<file path="config.mk">
export PLATFORM = sky130hd
export DESIGN_NAME = crt_front
export DESIGN_NICKNAME = d
export VERILOG_FILES = /design/src/rtl/crt_pkg.sv /design/src/rtl/crt_front.sv
export SDC_FILE = /design/constraint.sdc
export NUM_CORES = 1
export LEC_CHECK = 0
export BUFFER_PORTS_ARGS = -buffer_cell sky130_fd_sc_hd__buf_2
export CAP_MARGIN = 0
export CORE_MARGIN = 3
export CORE_UTILIZATION = 50
export DETAILED_ROUTE_END_ITERATION = 16
export PLACE_DENSITY = 0.77
export SYNTH_ARGS = -nofsm -noshare
export SYNTH_HDL_FRONTEND = slang
export SYNTH_SLANG_ARGS = --single-unit
</file>
<file path="constraint.sdc">
create_clock -name clk -period 10.2 [get_ports clk]
set_input_delay 0.51 -clock clk [delete_from_list [all_inputs] [get_ports clk]]
set_output_delay 0.51 -clock clk [all_outputs]
set_load 0.02 [all_outputs]
</file>
<file path="src/rtl/crt_pkg.sv">
`default_nettype none

package crt_pkg;

    localparam int RESIDUE_WIDTH_DEF = 32;
    localparam int FIELD_WIDTH       = 32;
    localparam int VALUE_WIDTH       = 64;

    localparam logic [VALUE_WIDTH-1:0] INT64_TOP = 64'h7FFF_FFFF_FFFF_FFFF;

    typedef enum logic [1:0] {
        ST_OK      = 2'd0,
        ST_RANGE   = 2'd1,
        ST_COPRIME = 2'd2
    } status_t;

    typedef enum logic [0:0] {
        REG_MODULUS_0 = 1'b0,
        REG_MODULUS_1 = 1'b1
    } cfg_reg_t;

    typedef enum logic {
        CLS_RUN,
        CLS_FAULT
    } item_class_t;

    typedef enum logic [3:0] {
        SU_IDLE,
        SU_LEN0,
        SU_LEN1,
        SU_MU0,
        SU_MU1,
        SU_MU2,
        SU_PROD,
        SU_EMOD,
        SU_EDIV,
        SU_EUPD,
        SU_FIX
    } setup_state_t;

    typedef struct packed {
        logic [FIELD_WIDTH-1:0] residue_0;
        logic [FIELD_WIDTH-1:0] residue_1;
    } operand_t;

    typedef struct packed {
        logic [VALUE_WIDTH-1:0]        canonical_value;
        logic signed [VALUE_WIDTH-1:0] centered_value;
        status_t                       status;
    } result_t;

    typedef struct packed {
        logic busy;
        logic inv_ok;
        logic wide;
    } setup_flags_t;

endpackage

`default_nettype wire

</file>
<file path="src/rtl/crt_front.sv">
`default_nettype none

module crt_front
    import crt_pkg::*;
#(
    parameter int W = RESIDUE_WIDTH_DEF
)
(
    input  logic         clk,
    input  logic         rst_n,
    input  logic         start,
    input  operand_t     operand,
    input  setup_flags_t flags,
    output logic         busy,
    output logic         head_valid,
    output item_class_t  head_cls,
    output logic [W-1:0] head_x0,
    output logic [W-1:0] head_x1
);

    localparam int QD = 2;
    localparam int QA = $clog2(QD);
    localparam int QC = $clog2(QD + 1);

    item_class_t   cls_q [QD];
    logic [W-1:0]  x0_q  [QD];
    logic [W-1:0]  x1_q  [QD];
    logic [QA-1:0] wp_reg, rp_reg;
    logic [QC-1:0] cnt_reg;
    logic          push, pop;

    // the back end drains one word every cycle, so pop whenever the head is live
    assign busy = flags.busy || (cnt_reg == QC'(QD));
    assign push = start && !busy;
    assign pop  = (cnt_reg != '0);

    always_ff @(posedge clk or negedge rst_n)
    begin
        if (!rst_n)
        begin
            wp_reg  <= '0;
            rp_reg  <= '0;
            cnt_reg <= '0;
        end
        else
        begin
            if (push)
            begin
                wp_reg <= (wp_reg == QA'(QD - 1)) ? '0 : wp_reg + QA'(1);
            end
            if (pop)
            begin
                rp_reg <= (rp_reg == QA'(QD - 1)) ? '0 : rp_reg + QA'(1);
            end
            cnt_reg <= cnt_reg + QC'(push) - QC'(pop);
        end
    end

    always_ff @(posedge clk)
    begin
        if (push)
        begin
            cls_q[wp_reg] <= flags.inv_ok ? CLS_RUN : CLS_FAULT;
            x0_q[wp_reg]  <= operand.residue_0[W-1:0];
            x1_q[wp_reg]  <= operand.residue_1[W-1:0];
        end
    end

    assign head_valid = pop;
    assign head_cls   = cls_q[rp_reg];
    assign head_x0    = x0_q[rp_reg];
    assign head_x1    = x1_q[rp_reg];

endmodule

`default_nettype wire

</file>
**Word-level counts from Yosys, hierarchy flattened**

Memory sizes are Yosys's and may differ from the RTL's.
Cells that the tools add are included.

- Mux-type cells: 5
- Reductions and logical operators: 4
- Equality and inequality tests: 1
- Add/sub/neg operators: 4

Operators by type and width:

| operator | count |
|---|---|
| two-way mux 1 bit | 5 |
| adder 1 bit (second input constant) | 2 |
| adder 2 x 1 -> 2 bit | 1 |
| == test 2 bit (second input constant) | 1 |
| nonzero test 2 bit | 1 |
| subtractor 2 x 1 -> 2 bit | 1 |
| logical AND 1 bit | 1 |
| logical NOT 1 bit | 1 |
| logical OR 1 bit | 1 |

- Memories: 3
- Bits in registers: 4
- Output and inout bits: 67
- Memory bits (writable): 130
- Input bits: 70

Memories:

| name | depth | bits a word | rd ports | clocked after Yosys merged registers in | write ports | RTL line | RTL |
|---|---|---|---|---|---|---|---|
| x0_q | 2 | 32 | 1 | 0 | 1 | crt_front.sv:26 | `logic [W-1:0] x0_q [QD];` |
| x1_q | 2 | 32 | 1 | 0 | 1 | crt_front.sv:27 | `logic [W-1:0] x1_q [QD];` |
| cls_q | 2 | 1 | 1 | 0 | 1 | crt_front.sv:25 | `item_class_t cls_q [QD];` |

**Logic depth before layout (Yosys ltp)**

Gate-level depths: netlist (run 1).

- Depth in word-level cells: 6
- Mapped depth: 3

**Worst setup path after synthesis (run 1)**

Ideal clock, no wire load.

- Path kind: input -> register
- Start: in flags[2] (netlist bit)
- End: mem cls_q[0] (netlist bit) (enable)
- Stages: 2
- Buffers on the path: 0
- Slack: 6,267 ps
- Arrival: 3,444 ps
- Cell sequence: nand3b_1 -> nor2_1

- Word-level cells in the longest chain between the ends: 5

RTL lines:

| element | RTL line | RTL |
|---|---|---|
| start, declared | crt_front.sv:13 | `input setup_flags_t flags,` |
| logical OR 1 bit | crt_front.sv:33 | `assign busy = flags.busy \|\| (cnt_reg == QC'(QD));` |
| logical NOT 1 bit | crt_front.sv:34 | `assign push = start && !busy;` |
| logical AND 1 bit | crt_front.sv:34 |  |
| two-way mux 1 bit | crt_front.sv:61 | `if (push)` |
| two-way mux 1 bit | crt_front.sv:63 | `cls_q[wp_reg] <= flags.inv_ok ? CLS_RUN : CLS_FAULT;` |
| end, declared | crt_front.sv:25 |  |

Every way passes these cells.

**Final worst setup path (run 1)**

- Start: reg rp_reg
- End: out head_x1[21]

- Word-level cells in the longest chain between the ends: 1

RTL lines:

| element | RTL line | RTL |
|---|---|---|
| start, declared | crt_front.sv:28 | `logic [QA-1:0] wp_reg, rp_reg;` |
| start signal, assigned | crt_front.sv:53 | `rp_reg <= (rp_reg == QA'(QD - 1)) ? '0 : rp_reg + QA'(1);` |
| memory (2 x 32 bit) | - |  |
| end, declared | crt_front.sv:18 | `output logic [W-1:0] head_x1` |

Every way passes these cells.

==> impl_metrics.tcl, run 1 <==
set metrics [dict create \
    status "completed" \
    gp_congestion 0.680 \
    cts-root-buf "clkbuf_8" \
    ys_ff_latch 134 \
    yosysTopAreaCell "edfxtp_1" \
    fmax_mhz 359 \
    fp.dieH_um 106 \
    irDropWorstVdd_v 0.000198 \
    dp.final_hpwl_mm 5.34 \
    row_count 35 \
    min_period_over_period 0.273 \
    synthTopCellsByArea "edfxtp_1 78%, mux2_4 12%, mux2_2 5.6%" \
    netlist_area_um2 5030 \
    start_util 0.529 \
    crit_arrival_ns 2.27 \
    grt_setup_unrepaired "no" \
    ant_nets 0 \
    viasPerCell 4.88 \
    cts.sinks 134 \
    fp.dieArea_um2 11300 \
    antenna_cells 0 \
    cts_made_buffers 17 \
    synth_fp_nets 289 \
    startpoint "rp_reg" \
    layout_common_cells "135 x buf_2, 130 x edfxtp_1, 40 x mux2_4" \
    cts_setup_buffers 0 \
    worstSetupPathType "reg2out" \
    worstReg2RegEnd "x1_q[0][17]" \
    portBuffers 135 \
    relSlewSlack 0.262 \
    drc 0 \
    pre_cts_ws_ns 7.54 \
    wire_per_inst_um 16.7 \
    yosysTopAreaCellShare 0.777 \
    setup_tns_ns 0 \
    cp_data_required_time_ns 9.69 \
    synth.distinct_cells 15 \
    ioPinCount 137 \
    area_delta_synth_final_pct 28.7 \
    final_cell_area_um2 6470 \
    grt-ovfl-total 0 \
    antenna_found_initial 0 \
    hold_viol 0 \
    timing.rr.start "cnt_reg[1]" \
    final_max_slew_viol_count 0 \
    clockBufferDepth 2 \
    reg.largest.list "x0_q (64), x1_q (64)" \
    synthCells 219 \
    insertion_delay_ns 0.49 \
    postSynthAreaPerCell_um2 23.0 \
    grt_max_degree 67 \
    min_to "x0_q[1][1]" \
    tightest_slew_ns 1.11 \
    dpl-instance-area_um2 5830 \
    setup_viol 0 \
    ys_seq_area_frac 0.797 \
    fin_ws_ns 7.42 \
    power.total_mw 1.82 \
    vias 2496 \
    cts_max_level 4 \
    nNetsFinal 439 \
    cp_max_fo 66 \
    cts_tree "yes" \
    dr.pass1.iters 4 \
    die_w_um 106 \
    finalWirelength_mm 8.54 \
    fin_crit_ns 2.78 \
    min-delay-path-class "in2reg" \
    cp-end-kind "output port" \
    drive_above_1_share 0.615 \
    ys.warnings.count 0 \
    p_per_area_nw_per_um2 281 \
    final_common_cell "buf_2" \
    timing.reg2reg.worst_path_depth 4 \
    hp-start "operand[33]" \
    core_area_um2 9500 \
    drt-initial-drc-count 109 \
    clock_skew_ns 0.00585 \
    max_cap_violations 0 \
    grt_usage 0.161 \
    leakagePower_nw 2.57 \
    path_clk_slew_ns 0.06 \
    start_kind "flip-flop" \
    grt_pass1_wl_mm 13.7 \
    reg2reg_setup_slack_ns 7.75 \
    first_global_vias 2729 \
    hold_depth 1 \
]
## power by group
group / internal, mW / switching, mW
registers: 0.673 / 0.0785
clock network: 0.421 / 0.210
logic: 0.219 / 0.213
total: 1.31 / 0.502
## worst max-delay path, stage by stage, from the launching register on
cell and delay [ns]:
dfrtp_4 1.15, mux2_2 0.42, buf_2 0.16
## through the flow
| stage | instances | util | hold WS [ns] |
|---|---|---|---|
| final | 511 | 0.680 | 0.203 |
| after global routing | 511 | 0.680 | 0.176 |
| after CTS | 511 | 0.680 | 0.169 |
| after detailed placement | 478 | 0.614 | 0.319 |
| after global placement | 478 | 0.614 | 0.319 |
| after floorplan | 219 | - | 0.214 |
## worst max-delay path by stage
stage	slack (ns)	to
floorplan	6.27	cls_q[0]
global placement	7.56	x1_q[0][3]
detailed placement	7.54	x0_q[0][20]
CTS	7.36	head_x1[14]
global route	7.28	head_x1[20]
finish	7.42	head_x1[21]
## layout make-up
| class | instances | area (um^2) |
|---|---|---|
| clock inverter | 13 | 204 |
| clock buffer | 19 | 422 |
| sequential | 134 | 4010 |
| fill | 666 | 3040 |
| tap | 129 | 161 |
| multi-input combinational | 75 | 960 |
| timing repair buffer | 138 | 701 |
| inverter | 3 | 11.3 |
## cell usage after synthesis
| cell type | count |
|---|---|
| xor2_1 | 1 |
| buf_6 | 5 |
| o21ai_0 | 1 |
| nor2_1 | 2 |
| mux2_2 | 25 |
| nand3b_1 | 1 |
| dfrtp_1 | 4 |
| inv_1 | 3 |
| mux2_4 | 40 |
| buf_2 | 2 |
| and2_1 | 1 |
| edfxtp_1 | 130 |
| nand2b_1 | 2 |
| xnor2_1 | 1 |
| or2_2 | 1 |
## repair_timing
action                                 in CTS  in global routing
hold buffers                                1                  0
gates resized for setup                     0                  0
endpoints found under the hold margin       4                  0
## cells by family (layout without fill, tap and decap cells)
logic type | after synthesis | in the layout | share of synthesized area
buf+inv | 10 | 173 | 0.0154
flops | 134 | 134 | 0.797
xor+xnor | 2 | 2 | 0.00349
simple gates | 7 | 7 | 0.00797
compound gates | 1 | 1 | 0.000995
mux | 65 | 65 | 0.176
## per-layer routing
layer / vias up / routed length (um) / track usage
met5: - / 0 / 0
met4: 0 / 177 / 0.0712
met3: 13 / 616 / 0.0559
met2: 100 / 4340 / 0.266
met1: 1217 / 3410 / 0.190
li1: 1166 / - / -
(Power assumes the default switching activity.)
==> run 2: changes to the inputs <==
Clock period 10.2 ns to 2.7 ns, I/O delays scaled along.
==> run 2 against run 1 <==
Against the previous run:
- non-clock buffer count rose by 73
- die area unchanged
- hold slack worse by 0.049 ns
- clock skew is 0.0053 ns higher
- routed wire length up 13%
- clock power grew to 3.9 times the previous value
- critical path type unchanged
==> impl_metrics.tcl, run 2 (same netlist as run 1, synthesis figures left out) <==
set metrics [dict create \
    fp.dieH_um 106 \
    area_delta_synth_final_pct 43.5 \
    relSlewSlack 0.570 \
    viasPerCell 4.93 \
    cts_max_level 4 \
    cts.sinks 134 \
    max_cap_violations 0 \
    fmax_mhz 448 \
    slowest_stage "dfrtp_4" \
    cts-root-buf "clkbuf_8" \
    core_area_um2 9500 \
    reg2reg_setup_slack_ns 0.84 \
    final_max_slew_viol_count 0 \
    fp.dieArea_um2 11300 \
    p_per_area_nw_per_um2 984 \
    worstSetupPathType "reg2out" \
    status "completed" \
    pre_cts_ws_ns 0.856 \
    p_comb_frac 0.267 \
    min-delay-path-class "in2reg" \
    clockPowerShare 0.350 \
    multiInputGateArea_um2 960 \
    grt_max_degree 48 \
    gp_congestion 0.705 \
    cp_max_fo 31 \
    portBuffers 135 \
    drc 0 \
    min_to "wp_reg" \
    fin_crit_ns 2.23 \
    min_period_over_period 0.827 \
    final-seq-area_um2 4010 \
    fill_cells 548 \
    final_util 0.759 \
    start_kind "flip-flop" \
    slowest_delay_ns 0.77 \
    cts_tree "yes" \
    nNetsFinal 512 \
    dp.final_hpwl_mm 5.41 \
    drt-initial-drc-count 152 \
    insertion_delay_ns 0.50 \
    crit_arrival_ns 2.10 \
    grt_usage 0.180 \
    p_sw_mw 1.96 \
    ant_nets 0 \
    worstPathCellList "buf_4 -> mux2_2 -> buf_2" \
    dr.pass1.iters 4 \
    path_clk_slew_ns 0.06 \
    antenna_cells 0 \
    finalWirelength_mm 9.63 \
    antenna_found_initial 0 \
    die_w_um 106 \
    start_util 0.529 \
    row_count 35 \
    leakagePower_nw 2.89 \
    clockBufferDepth 2 \
    hold_depth 3 \
    first_global_vias 3149 \
    wire_per_inst_um 16.6 \
    irDropWorstVdd_v 0.000568 \
    drive_above_1_share 0.531 \
    final_common_cell "buf_2" \
    tightest_slew_ns 0.646 \
    setup_viol 0 \
    grt_pass1_wl_mm 15.2 \
    crit_buf_inv 2 \
    layout_common_cells "135 x buf_2, 130 x edfxtp_1, 69 x dlygate4sd3_1" \
    grt_setup_unrepaired "no" \
    clock_skew_ns 0.0112 \
    power.internal_mw 5.14 \
    cp_data_required_time_ns 2.57 \
    switching_share 0.276 \
    fin_ws_ns 0.468 \
    ctsResizeCount 0 \
    hold_viol 0 \
    power_frac_seq 0.383 \
    grt-ovfl-total 0 \
    hp-start "start" \
    ioPinCount 137 \
    timing.reg2reg.worst_path_depth 4 \
    timing.rr.start "cnt_reg[1]" \
    worstReg2RegEnd "cls_q[0]" \
    reg.largest.list "x0_q (64), x1_q (64)" \
    vias 2862 \
    crit_family "flip-flops" \
    cp-end-kind "output port" \
    cts_made_buffers 17 \
]
## run 2: cell types whose count changed in the layout (fill, tap and decap cells not counted), sizes merged
cell,delta
inv,+1
buf,+5
dlygate4sd3,+68
clkinv,-4
bufinv,+1
clkinvlp,+1
clkbuf,-2
## run 2: timing repair
action | in CTS | in global routing
hold endpoints to repair | 135 | 0
buffers inserted | 0 | 0
hold buffers | 69 | 0
endpoints found under the setup margin | 0 | 0
## run 2: how the worst max path moves through the flow
stage	start	end	cells after the start
final	rp_reg	head_x1[31]	3
after global routing	rp_reg	head_x1[12]	3
after CTS	rp_reg	head_x1[31]	3
after detailed placement	cnt_reg[1]	x0_q[0][18]	4
after global placement	cnt_reg[1]	x0_q[0][15]	4
after floorplan	cnt_reg[1]	cls_q[0]	3
## run 2: area by class of cell
type / instances / share of cell area
clock inverter: 12 / 0.0316
multi-input combinational: 75 / 0.133
sequential: 134 / 0.556
clock buffer: 17 / 0.0574
tap: 129 / 0.0224
inverter: 3 / 0.00156
timing repair buffer: 211 / 0.198
## run 2: per-stage QoR
| step | cell area, um^2 | instances | power, mW | hold WS, ns | TNS (ns) |
|---|---|---|---|---|---|
| floorplan | 5030 | 219 | 4.07 | -0.161 | -7.06 |
| global placement | 5880 | 483 | 4.55 | -0.0561 | 0 |
| detailed placement | 5880 | 483 | 4.58 | -0.0532 | 0 |
| CTS | 7210 | 581 | 7.14 | 0.122 | 0 |
| global route | 7210 | 581 | 7.36 | 0.150 | 0 |
| finish | 7210 | 581 | 7.10 | 0.153 | 0 |
## run 2: layer usage
metal / track usage / vias to the layer above / wire, um
li1: - / 1309 / -
met1: 0.192 / 1421 / 3690
met2: 0.327 / 116 / 5220
met3: 0.0601 / 16 / 585
met4: 0.0694 / 0 / 139
met5: 0 / - / 0
## run 2: worst reg2reg max path: cells and delay by family (launching register included)
kind                   cells  cell delay, ns
buffers and inverters      1            0.54
flip-flops                 1            0.38
AND/OR/NAND/NOR            3            0.54
## run 2: power by group through the flow
stage | logic, mW | registers, mW | clock network, mW
detailed placement | 1.82 | 2.76 | 0
global route | 2.01 | 2.75 | 2.61
CTS | 1.90 | 2.72 | 2.52
floorplan | 1.44 | 2.64 | 0
global placement | 1.81 | 2.74 | 0
finish | 1.90 | 2.72 | 2.48
